<file path="src/rtl/peg_pkg.sv">
// ----------------------------------------------------------------------------
// peg_pkg: shared types and constants of the polynomial gradient block
// Holds the queue entry type, the sequencer states and the fixed field widths.
// ----------------------------------------------------------------------------
`default_nettype none
package peg_pkg;
  localparam int unsigned DataW      = 32;
  localparam int unsigned SumW       = 48;
  localparam int unsigned CntW       = 3;
  localparam int unsigned MaxCoeffsD = 7;
  localparam int unsigned FracBitsD  = 16;
  localparam int unsigned QueueDepth = 2;

  // configuration register indexes
  localparam logic [CntW-1:0] RegCount = 3'd0;
  localparam logic [CntW-1:0] RegCoef0 = 3'd1;

  // result kinds
  localparam logic KindPoint = 1'b0;
  localparam logic KindCoef  = 1'b1;

  // sequencer states of the back part
  typedef enum logic [2:0] {
    S_IDLE, S_HMUL, S_HADD, S_GMUL, S_PMUL, S_TERM, S_EMIT
  } state_e;

  // item handed from the front to the back through the queue
  typedef struct packed {
    logic signed [DataW-1:0] x;
    logic signed [DataW-1:0] g;
    logic                    last;
    logic [CntW-1:0]         n;
  } job_t;
endpackage
`default_nettype wire

</file>
<file path="src/rtl/peg_front.sv">
// ----------------------------------------------------------------------------
// peg_front: accepts input items and queues them with the active count
// Holds the configuration registers and a small FIFO toward the back.
// ----------------------------------------------------------------------------
`default_nettype none
module peg_front import peg_pkg::*; #(
  parameter int unsigned MAX_COEFFS = MaxCoeffsD
) (
  input  wire logic              clk_i,
  input  wire logic              rst_ni,
  input  wire logic              cfg_we_i,
  input  wire logic [CntW-1:0]   cfg_index_i,
  input  wire logic [DataW-1:0]  cfg_data_i,
  input  wire logic              in_valid_i,
  output logic                   in_stall_o,
  input  wire logic [DataW-1:0]  point_x_i,
  input  wire logic [DataW-1:0]  out_grad_i,
  input  wire logic              final_point_i,
  output logic [MAX_COEFFS*DataW-1:0] coefs_o,
  output logic                   job_valid_o,
  output job_t                   job_o,
  input  wire logic              job_take_i
);
  logic [CntW-1:0] count_q;
  logic [DataW-1:0] coef_q [MAX_COEFFS];
  job_t fifo_q [QueueDepth];
  logic rd_q, wr_q;
  logic [1:0] fill_q;
  logic [CntW-1:0] n_act;
  logic push;

  // clamp the count into 1..MAX_COEFFS
  always_comb begin
    n_act = count_q;
    if (count_q == '0) n_act = CntW'(1);
    if (32'(count_q) > MAX_COEFFS) n_act = CntW'(MAX_COEFFS);
  end

  // write configuration registers
  always_ff @(posedge clk_i or negedge rst_ni) begin
    if (!rst_ni) begin
      count_q <= CntW'(1);
      for (int i = 0; i < MAX_COEFFS; i++) coef_q[i] <= '0;
    end else if (cfg_we_i) begin
      if (cfg_index_i == RegCount) count_q <= cfg_data_i[CntW-1:0];
      for (int i = 0; i < MAX_COEFFS; i++)
        if (cfg_index_i == RegCoef0 + CntW'(i)) coef_q[i] <= cfg_data_i;
    end
  end

  always_comb begin
    for (int i = 0; i < MAX_COEFFS; i++) coefs_o[i*DataW +: DataW] = coef_q[i];
  end

  assign in_stall_o  = (fill_q == 2'(QueueDepth));
  assign push        = in_valid_i && !in_stall_o;
  assign job_valid_o = (fill_q != '0);
  assign job_o       = fifo_q[rd_q];

  // queue the accepted transfer
  always_ff @(posedge clk_i or negedge rst_ni) begin
    if (!rst_ni) begin
      rd_q <= 1'b0; wr_q <= 1'b0; fill_q <= '0;
    end else begin
      if (push) wr_q <= !wr_q;
      if (job_take_i) rd_q <= !rd_q;
      fill_q <= fill_q + 2'(push) - 2'(job_take_i);
    end
  end

  always_ff @(posedge clk_i) begin
    if (push) fifo_q[wr_q] <= '{x: point_x_i, g: out_grad_i, last: final_point_i, n: n_act};
  end
endmodule
`default_nettype wire

</file>
<file path="src/rtl/peg_back.sv">
// ----------------------------------------------------------------------------
// peg_back: runs Horner derivative and power chain on one shared multiplier
// Keeps the coefficient sums and drives the result register.
// ----------------------------------------------------------------------------
`default_nettype none
module peg_back import peg_pkg::*; #(
  parameter int unsigned MAX_COEFFS = MaxCoeffsD,
  parameter int unsigned FRAC_BITS  = FracBitsD
) (
  input  wire logic              clk_i,
  input  wire logic              rst_ni,
  input  wire logic [MAX_COEFFS*DataW-1:0] coefs_i,
  input  wire logic              job_valid_i,
  input  job_t                   job_i,
  output logic                   job_take_o,
  output logic                   out_valid_o,
  input  wire logic              out_stall_i,
  output logic                   result_kind_o,
  output logic [CntW-1:0]        coef_index_o,
  output logic [DataW-1:0]       grad_value_o,
  output logic                   saturated_o,
  output logic                   run_end_o
);
  localparam logic signed [63:0] Hi32 = 64'sd2147483647;
  localparam logic signed [63:0] Lo32 = -64'sd2147483648;
  localparam logic signed [63:0] Hi48 = 64'sh00007FFFFFFFFFFF;
  localparam logic signed [63:0] Lo48 = -64'sh0000800000000000;

  state_e state_q, state_d;
  job_t job_q;
  logic signed [DataW-1:0] acc_q, acc_d;
  logic signed [63:0] prod_q;
  logic hit_q, hit_d;
  logic [CntW-1:0] j_q, j_d, k_q, k_d, e_q, e_d;
  logic signed [SumW-1:0] sum_q [MAX_COEFFS];
  logic signed [DataW-1:0] ma, mb;
  logic signed [63:0] prod, sh, sum_ext, t;
  logic signed [SumW-1:0] sum_new;
  logic sum_we, clr, prod_we;
  logic ov_valid_q, ov_load;
  logic ok_q; logic [CntW-1:0] ok_idx_q; logic [DataW-1:0] ov_val_q; logic ov_sat_q, ov_end_q;
  logic [DataW-1:0] ld_val; logic ld_kind, ld_sat, ld_end; logic [CntW-1:0] ld_idx;
  logic signed [DataW-1:0] coef_j;

  function automatic logic signed [DataW-1:0] sat32(input logic signed [63:0] v,
                                                   output logic f);
    f = 1'b0;
    if (v > Hi32) begin f = 1'b1; return DataW'(Hi32); end
    if (v < Lo32) begin f = 1'b1; return DataW'(Lo32); end
    return v[DataW-1:0];
  endfunction

  function automatic logic signed [SumW-1:0] sat48(input logic signed [63:0] v);
    if (v > Hi48) return SumW'(Hi48);
    if (v < Lo48) return SumW'(Lo48);
    return v[SumW-1:0];
  endfunction

  // shared multiplier, registered
  assign prod = 64'(ma) * 64'(mb);
  assign sh   = prod_q >>> FRAC_BITS;
  assign coef_j = coefs_i[32'(job_q.n - CntW'(1) - j_q)*DataW +: DataW];
  assign out_valid_o = ov_valid_q;
  assign result_kind_o = ok_q; assign coef_index_o = ok_idx_q;
  assign grad_value_o = ov_val_q; assign saturated_o = ov_sat_q; assign run_end_o = ov_end_q;

  always_ff @(posedge clk_i or negedge rst_ni) begin
    if (!rst_ni) state_q <= S_IDLE;
    else state_q <= state_d;
  end

  // sequence Horner steps, power chain, sum updates and coefficient results
  always_comb begin
    logic f;
    state_d = state_q; acc_d = acc_q; hit_d = hit_q;
    j_d = j_q; k_d = k_q; e_d = e_q;
    ma = acc_q; mb = job_q.x; prod_we = 1'b0;
    sum_we = 1'b0; clr = 1'b0; sum_new = '0; sum_ext = '0; t = '0;
    job_take_o = 1'b0; ov_load = 1'b0;
    ld_val = '0; ld_kind = KindPoint; ld_sat = 1'b0; ld_end = 1'b0; ld_idx = '0;
    f = 1'b0;
    unique case (state_q)
      S_IDLE: begin
        if (job_valid_i) begin
          job_take_o = 1'b1;
          acc_d = '0; hit_d = 1'b0;
          j_d = job_i.n - CntW'(1);
          state_d = (job_i.n == CntW'(1)) ? S_GMUL : S_HMUL;
        end
      end
      S_HMUL: begin
        prod_we = 1'b1; state_d = S_HADD;
      end
      S_HADD: begin
        t = sh + 64'(coef_j) * 64'(j_q);
        acc_d = sat32(t, f); hit_d = hit_q | f;
        j_d = j_q - CntW'(1);
        state_d = (j_q == CntW'(1)) ? S_GMUL : S_HMUL;
      end
      S_GMUL: begin
        ma = acc_q; mb = job_q.g; prod_we = 1'b1;
        state_d = S_TERM; k_d = '0; e_d = '1;
      end
      S_PMUL: begin
        ma = acc_q; mb = (e_q == '0) ? job_q.g : job_q.x;
        prod_we = 1'b1; state_d = S_TERM;
      end
      S_TERM: begin
        if (e_q == '1) begin
          // point result
          if (!ov_valid_q || !out_stall_i) begin
            ld_val = sat32(sh, f); ld_sat = hit_q | f; ld_end = !job_q.last;
            ov_load = 1'b1;
            acc_d = DataW'(64'sd1 << FRAC_BITS);
            e_d = job_q.n - CntW'(1);
            state_d = S_PMUL;
          end
        end else if (e_q != '0) begin
          acc_d = sat32(sh, f); e_d = e_q - CntW'(1); state_d = S_PMUL;
        end else begin
          sum_ext = 64'(sum_q[k_q]) + 64'(sat48(sh));
          sum_new = sat48(sum_ext); sum_we = 1'b1;
          acc_d = DataW'(64'sd1 << FRAC_BITS);
          if (k_q == job_q.n - CntW'(1)) begin
            k_d = '0;
            state_d = job_q.last ? S_EMIT : S_IDLE;
          end else begin
            k_d = k_q + CntW'(1);
            e_d = job_q.n - CntW'(2) - k_q;
            state_d = S_PMUL;
          end
        end
      end
      S_EMIT: begin
        if (!ov_valid_q || !out_stall_i) begin
          ld_val = sat32(64'(sum_q[k_q]), f); ld_sat = f; ld_kind = KindCoef; ld_idx = k_q;
          ld_end = (k_q == job_q.n - CntW'(1)); ov_load = 1'b1;
          k_d = k_q + CntW'(1);
          if (ld_end) begin clr = 1'b1; state_d = S_IDLE; end
        end
      end
      default: state_d = S_IDLE;
    endcase
  end

  // hold control registers
  always_ff @(posedge clk_i or negedge rst_ni) begin
    if (!rst_ni) begin
      ov_valid_q <= 1'b0;
      for (int i = 0; i < MAX_COEFFS; i++) sum_q[i] <= '0;
    end else begin
      if (ov_load) ov_valid_q <= 1'b1;
      else if (!out_stall_i) ov_valid_q <= 1'b0;
      if (clr) for (int i = 0; i < MAX_COEFFS; i++) sum_q[i] <= '0;
      else if (sum_we) sum_q[k_q] <= sum_new;
    end
  end

  // payload registers
  always_ff @(posedge clk_i) begin
    if (job_take_o) job_q <= job_i;
    acc_q <= acc_d; hit_q <= hit_d; j_q <= j_d; k_q <= k_d; e_q <= e_d;
    if (prod_we) prod_q <= prod;
    if (ov_load) begin
      ok_q <= ld_kind; ok_idx_q <= ld_idx; ov_val_q <= ld_val;
      ov_sat_q <= ld_sat; ov_end_q <= ld_end;
    end
  end
endmodule
`default_nettype wire

</file>
<file path="src/rtl/polynomial_eval_gradient.sv">
// ----------------------------------------------------------------------------
// polynomial_eval_gradient: backward pass of Q16.16 polynomial evaluation
//
//   channel | signals                                      | transfer when
//   in      | in_valid_i, in_stall_o, point_x_i..final     | valid & !stall
//   out     | out_valid_o, out_stall_i, result_kind_o..end | valid & !stall
//   cfg     | cfg_we_i, cfg_index_i, cfg_data_i            | we
//
// One shared 32x32 multiplier sets the rate: the sequencer takes a new item
// only from idle, once done with the current one, and on a last item it
// also emits the sums. A two-entry queue parts input from the sequencer;
// the output register holds a result under stall while the sequencer waits.
// Reset empties the queue, clears coefficients and sums, sets the count to 1.
// ----------------------------------------------------------------------------
`default_nettype none
module polynomial_eval_gradient import peg_pkg::*; #(
  parameter int unsigned MAX_COEFFS = MaxCoeffsD,
  parameter int unsigned FRAC_BITS  = FracBitsD
) (
  input  wire logic             clk_i,
  input  wire logic             rst_ni,
  input  wire logic             cfg_we_i,
  input  wire logic [CntW-1:0]  cfg_index_i,
  input  wire logic [DataW-1:0] cfg_data_i,
  input  wire logic             in_valid_i,
  output logic                  in_stall_o,
  input  wire logic [DataW-1:0] point_x_i,
  input  wire logic [DataW-1:0] out_grad_i,
  input  wire logic             final_point_i,
  output logic                  out_valid_o,
  input  wire logic             out_stall_i,
  output logic                  result_kind_o,
  output logic [CntW-1:0]       coef_index_o,
  output logic [DataW-1:0]      grad_value_o,
  output logic                  saturated_o,
  output logic                  run_end_o
);
  logic [MAX_COEFFS*DataW-1:0] coefs;
  logic job_valid, job_take;
  job_t job;

  peg_front #(.MAX_COEFFS(MAX_COEFFS)) u_front (
    .clk_i, .rst_ni, .cfg_we_i, .cfg_index_i, .cfg_data_i,
    .in_valid_i, .in_stall_o, .point_x_i, .out_grad_i, .final_point_i,
    .coefs_o(coefs), .job_valid_o(job_valid), .job_o(job), .job_take_i(job_take)
  );

  peg_back #(.MAX_COEFFS(MAX_COEFFS), .FRAC_BITS(FRAC_BITS)) u_back (
    .clk_i, .rst_ni, .coefs_i(coefs), .job_valid_i(job_valid), .job_i(job),
    .job_take_o(job_take), .out_valid_o, .out_stall_i, .result_kind_o,
    .coef_index_o, .grad_value_o, .saturated_o, .run_end_o
  );
endmodule
`default_nettype wire
</file>
<file path="config.mk">
export PLATFORM = sky130hd
export DESIGN_NAME = polynomial_eval_gradient
export DESIGN_NICKNAME = d
export VERILOG_FILES = /design/src/rtl/peg_pkg.sv /design/src/rtl/peg_front.sv /design/src/rtl/peg_back.sv /design/src/rtl/polynomial_eval_gradient.sv
export SDC_FILE = /design/constraint.sdc
export NUM_CORES = 2
export LEC_CHECK = 0
export ABC_AREA = 1
export BUFFER_PORTS_ARGS = -buffer_cell sky130_fd_sc_hd__buf_2
export CORE_MARGIN = 2
export CORE_UTILIZATION = 53
export DETAILED_ROUTE_END_ITERATION = 8
export PLACE_DENSITY = 0.69
export SLEW_MARGIN = 0
export SYNTH_ARGS = -nofsm -noshare
export SYNTH_HDL_FRONTEND = slang
export SYNTH_HIERARCHICAL = 1
export SYNTH_SLANG_ARGS = --single-unit
</file>
<file path="constraint.sdc">
create_clock -name clk_i -period 11.3 [get_ports clk_i]
set_clock_uncertainty 0.15 [all_clocks]
set_input_delay 0.565 -clock clk_i [delete_from_list [all_inputs] [get_ports clk_i]]
set_output_delay 0.565 -clock clk_i [all_outputs]
set_load 0.005 [all_outputs]
</file>
Yosys cells after proc, flatten, opt, wreduce, memory -nomap -nowiden
Memory sizes are Yosys's and may differ from the RTL's. Cells that the tools add are included.

Memories kept: 1. Output and inout bits: 40. Bits in writable memories: 136. Bits of input ports: 105. Bits in registers: 783. Logic and storage cells: 282.

Equal/unequal tests: 26. Shift-type cells: 1. Multiply operators: 2. Bitwise gates (word level): 3. Add/subtract/negate cells: 13. Order comparisons: 12. Reductions and logical operators: 36. Mux-type cells: 153.

Memory list: u_front.fifo_q (words 2, bits a word 68, rd ports 1, clocked after memory_dff 0, write ports 1, RTL line peg_front.sv:26) `job_t fifo_q [QueueDepth];`.

Operators by type and width (count): $mux W48 (17); $mux W32 (22); $mux W336 (2); $bwmux W336 (1); $shiftx A224 B33 Y32 (1); $bmux W48 S3 (1); $demux W48 S3 (1); $pmux W32 S2 (2); $gt A48 B32 Y1 const B (2); $lt A48 B32 Y1 const B (2); $pmux W32 S3 (1); $mux W1 (78); $gt A64 B32 Y1 const B (1); $gt A64 B48 Y1 const B (1); $lt A64 B32 Y1 const B (1); $lt A64 B48 Y1 const B (1); $mul A32 B32 Y64 (1); $mux W3 (18); $add A48 B36 Y49 (1); $add A48 B48 Y49 (1); $gt A48 B48 Y1 const B (1); $lt A48 B48 Y1 const B (1); $mul A32 B4 Y36 (1); $sub A27 B3 Y27 (1); 36 further kinds (87).

Logic depth before layout (Yosys ltp)
Depth after elaboration: 32. Gate-level depth with buffers: 44. Depth with buffers taken out: 41.

By module
The synthesis kept the hierarchy.

By module, submodules not included: peg_back (cells an instance 9311, seq. area each 14393.8 sq um, times used 1, area each 72893.7 sq um); peg_front (cells an instance 1376, seq. area each 9865.7 sq um, times used 1, area each 13935.9 sq um).

Worst setup path before layout
Ideal clock, no wire load.

Path type: reg-to-reg. From: register u_back.e_q[0]. To: register u_back.prod_q[62], data pin. Data required time: 10.890 ns. Buffers on the path: 1. Stages on the path, launching flop included: 31. Arrival: 8.131 ns. Period minus slack after synthesis: 8.541 ns. Setup slack: 2.759 ns. Setup time: 0.260 ns. Cells stage by stage: edfxtp_1 -> inv_1 -> ha_1 -> inv_1 -> nor2_1 -> nand2_1 -> nand2_2 -> inv_1 -> clkbuf_1 -> or2_2 -> o21ai_0 -> nor2_1 -> fa_1 -> fa_1 -> fa_1 -> fa_1 -> inv_1 -> fa_1 -> fa_1 -> fa_1 -> inv_1 -> fa_1 -> ha_1 -> inv_1 -> nor3_1 -> nor3b_1 -> o21ai_0 -> o2111ai_1 -> a31oi_1 -> nand2_1 -> xor2_1.

Longest elaborated chain between the ends: 4.

Ends and longest elaborated chain: start: declaration (RTL line peg_back.sv:34) `logic [CntW-1:0] j_q, j_d, k_q, k_d, e_q, e_d;`; start signal: assignment (RTL line peg_back.sv:162) `acc_q <= acc_d; hit_q <= hit_d; j_q <= j_d; k_q <= k_d; e_q <= e_d;`; $logic_not A3 Y1 (RTL line peg_back.sv:105) `ma = acc_q; mb = (e_q == '0) ? job_q.g : job_q.x;`; $mux W32 (RTL line peg_back.sv:105); $pmux W32 S2 (RTL line peg_back.sv:82) `unique case (state_q)`; $mul A32 B32 Y64 (RTL line peg_back.sv:60) `assign prod = 64'(ma) * 64'(mb);`; net u_back.prod[62] (RTL line peg_back.sv:37) `logic signed [63:0] prod, sh, sum_ext, t;`; end signal: assignment (RTL line peg_back.sv:163) `if (prod_we) prod_q <= prod;`; end: declaration (RTL line peg_back.sv:32) `logic signed [63:0] prod_q;`.

The timed path passes the listed nets, and every way through them passes these cells. A chain may end at the register's enable or synchronous reset.

Worst setup path after layout
From: register u_back.e_q[0]. To: register u_back.prod_q[57], data pin.

The elaborated chain is that of the path after synthesis.

==> impl_metrics.tcl <==
set metrics [dict create \
    max_freq_mhz 95.7 \
    cts_tree "built" \
    avgViaCountPerCell 5.65 \
    final_common_cell "nand2_1" \
    cts_hold_buf 100 \
    rows 148 \
    synth-async-reset-ratio_pct 63.2 \
    rrSetupSlack_ns 0.85 \
    slew_headroom_pct 10.1 \
    start_util_pct 53.3 \
    synth_cells 10687 \
    grt_util_all_layers_pct 36.2 \
    synthFlopType "dfrtp_1" \
    criticalPathCategory "reg2reg" \
    vias 73046 \
    wl_per_cell_um 23.0 \
    wl_um 297000 \
    rsz0062_at_grt "false" \
    crit_arrival_ns 10.76 \
    grt_first_pass_wirelength_um 459000 \
    ant_nets 0 \
    first_pass_iters 8 \
    ys_seq_area_share_pct 27.9 \
    die-area_sq_um 167000 \
    clkSinkCount 903 \
    tightest_slew_ns 1.33 \
    clockBufferDepth 3 \
    grt_max_degree 189 \
    syn_area_sq_um 86800 \
    synth_edf_count 332 \
    regArea_sq_um 24300 \
    setup_tns_ns 0 \
    io_buffers 144 \
    avgSynthCellArea_sq_um 8.12 \
    num-fill-cells 14856 \
    worstSetupStartpointType "register" \
    period_needed_ns 10.45 \
    ys_warn_count 6 \
    grt_remaining_overflow 0 \
    first_global_vias 75706 \
    maxCapViolCount 0 \
    drc 0 \
    cts_resized 0 \
    hold_class "reg2reg" \
    slew_violations 0 \
    clkLatencyLatePin_ns 0.74 \
    hold_viol 0 \
    syn_nets 12283 \
    postCtsSetupBuffers 0 \
    antenna_found_initial 11 \
    die_h_um 409 \
    initialDrtViolationCount 7483 \
    whs_path_depth 2 \
    coreArea_sq_um 163000 \
    cts_buffers 97 \
    status "finished, final reports clean" \
    crit_path_max_incr_delay_ns 1.01 \
    ios 145 \
    root_buffer "clkbuf_16" \
    period_share_pct 92.4 \
    routabilityCongestion 1.02 \
    min_from "u_front/coefs_o[25]" \
    setup_viol 0 \
    clk_pin_slew_ns 0.08 \
    critPathCaptureType "register" \
    reg2reg_from "u_back/e_q[0]" \
    hold_path_end "u_front/coefs_o[25]" \
    fp.dieW_um 409 \
    layout.cells.most_common_list "nand2_1, inv_1, fa_1" \
    cts_max_level 3 \
    worst-r2r-cell-count 34 \
    worst-path-max-fanout 34 \
    syn_to_final_growth_pct 8.12 \
    r2r-end "u_back/prod_q[57]" \
    drive_above_1_share_pct 5.77 \
    ys_seq_elements 903 \
    multi_input_area_sq_um 53200 \
    required_ns 11.61 \
    fin_nets 12263 \
    crit_slowest_cell "o21ai_0" \
    dp_hpwl_um 224000 \
    ys_types 63 \
]
-- how the worst max path moves through the flow --
stage | depth (start not counted) | endpoint | start | slack [ns]
finish | 34 | u_back/prod_q[57] | u_back/e_q[0] | 0.85
global placement | 34 | u_back/prod_q[51] | u_back/e_q[0] | 0.35
global route | 34 | u_back/prod_q[57] | u_back/e_q[0] | 0.45
detailed placement | 35 | u_back/prod_q[57] | u_back/e_q[0] | 1.09
CTS | 35 | u_back/prod_q[50] | u_back/e_q[0] | 0.97
floorplan | 30 | u_back/prod_q[62] | u_back/e_q[0] | 2.76
-- cell type report --
type / instances / share of cell area [%]
inverters: 1964 / 7.86
repair buffers: 411 / 3.26
diodes: 5 / 0.0133
clock inverters: 37 / 0.402
multi-input cells: 7290 / 56.7
well taps: 2175 / 2.90
clock buffers: 144 / 3.07
flip-flops and latches: 903 / 25.8
-- critical path: cells and delay by family (launching register included) --
family / cells / cell delay (ns)
simple gates: 12 / 2.12
flops: 1 / 0.37
buf+inv: 10 / 1.96
compound gates: 1 / 1.01
xor+xnor: 1 / 0.06
fa+ha+maj: 10 / 4.47
-- registers in the layout (all words and copies together), names as in the netlist, 32 cells and up --
name,flops
u_back/grad_value_o,32
u_back/job_q,68
u_back/prod_q,48
u_front/fifo_q,136
u_back/acc_q,32
u_front/coefs_o,224
u_back/sum_q,336
-- per-stage QoR --
stage	std cells	setup slack, ns	util, %	hold slack (ns)	instance area (sq um)
floorplan	10687	2.76	-	0.119	86800
global placement	12637	0.346	55.0	0.298	89600
finish	12929	0.854	57.7	0.318	93900
CTS	12924	0.973	57.7	0.318	93900
detailed placement	12643	1.09	55.1	0.303	89600
global route	12928	0.449	57.7	0.333	93900
-- cell usage after synthesis, types with 11 or more instances --
cell type / number / share of area (%)
buf_4: 16 / 0.14
clkbuf_1: 381 / 1.6
edfxtp_1: 332 / 11
fa_1: 1161 / 27
nand4_1: 55 / 0.40
inv_2: 14 / 0.061
buf_2: 54 / 0.31
o21bai_1: 12 / 0.10
nor3_1: 34 / 0.20
o211ai_1: 11 / 0.095
nand2_2: 30 / 0.22
o21ai_0: 446 / 2.6
buf_1: 72 / 0.31
a21oi_1: 211 / 1.2
inv_1: 1944 / 8.4
nand2_4: 21 / 0.27
nor2_1: 781 / 3.4
ha_1: 330 / 4.8
o21ai_1: 22 / 0.13
nand3_1: 471 / 2.7
o221ai_1: 37 / 0.37
xnor2_1: 43 / 0.43
nand2_1: 3250 / 14
or2_2: 33 / 0.24
dfrtp_1: 570 / 16
xor2_1: 94 / 0.95
o21a_1: 23 / 0.20
a221oi_1: 32 / 0.32
o2111ai_1: 29 / 0.29
a31oi_1: 48 / 0.35
a22oi_1: 27 / 0.23
-- metal layers --
layer / wire length, um / global-route usage [%] / vias up / share of wire (%)
met4: 16100 / 17.3 / 4 / 5.4
met2: 135000 / 56.9 / 3661 / 46
met3: 27900 / 6.80 / 694 / 9.4
li1: - / - / 32365 / -
met1: 118000 / 48.7 / 36322 / 40
met5: 26 / 0 / - / 0.0087
-- logic make-up after synthesis --
logic type,count (synthesis),synth area share [%]
buffers and inverters,2494,11.0
multiplexers,1,0.0115
XOR/XNOR,138,1.40
AO/OA/AOI/OAI,950,6.40
flip-flops,903,27.9
AND/OR/NAND/NOR,4710,21.7
adder cells (fa/ha/maj),1491,31.5
Power is left out: the tool's default activity adds up to more than one toggle a clock period on the data nets, which glitch-free logic cannot reach.
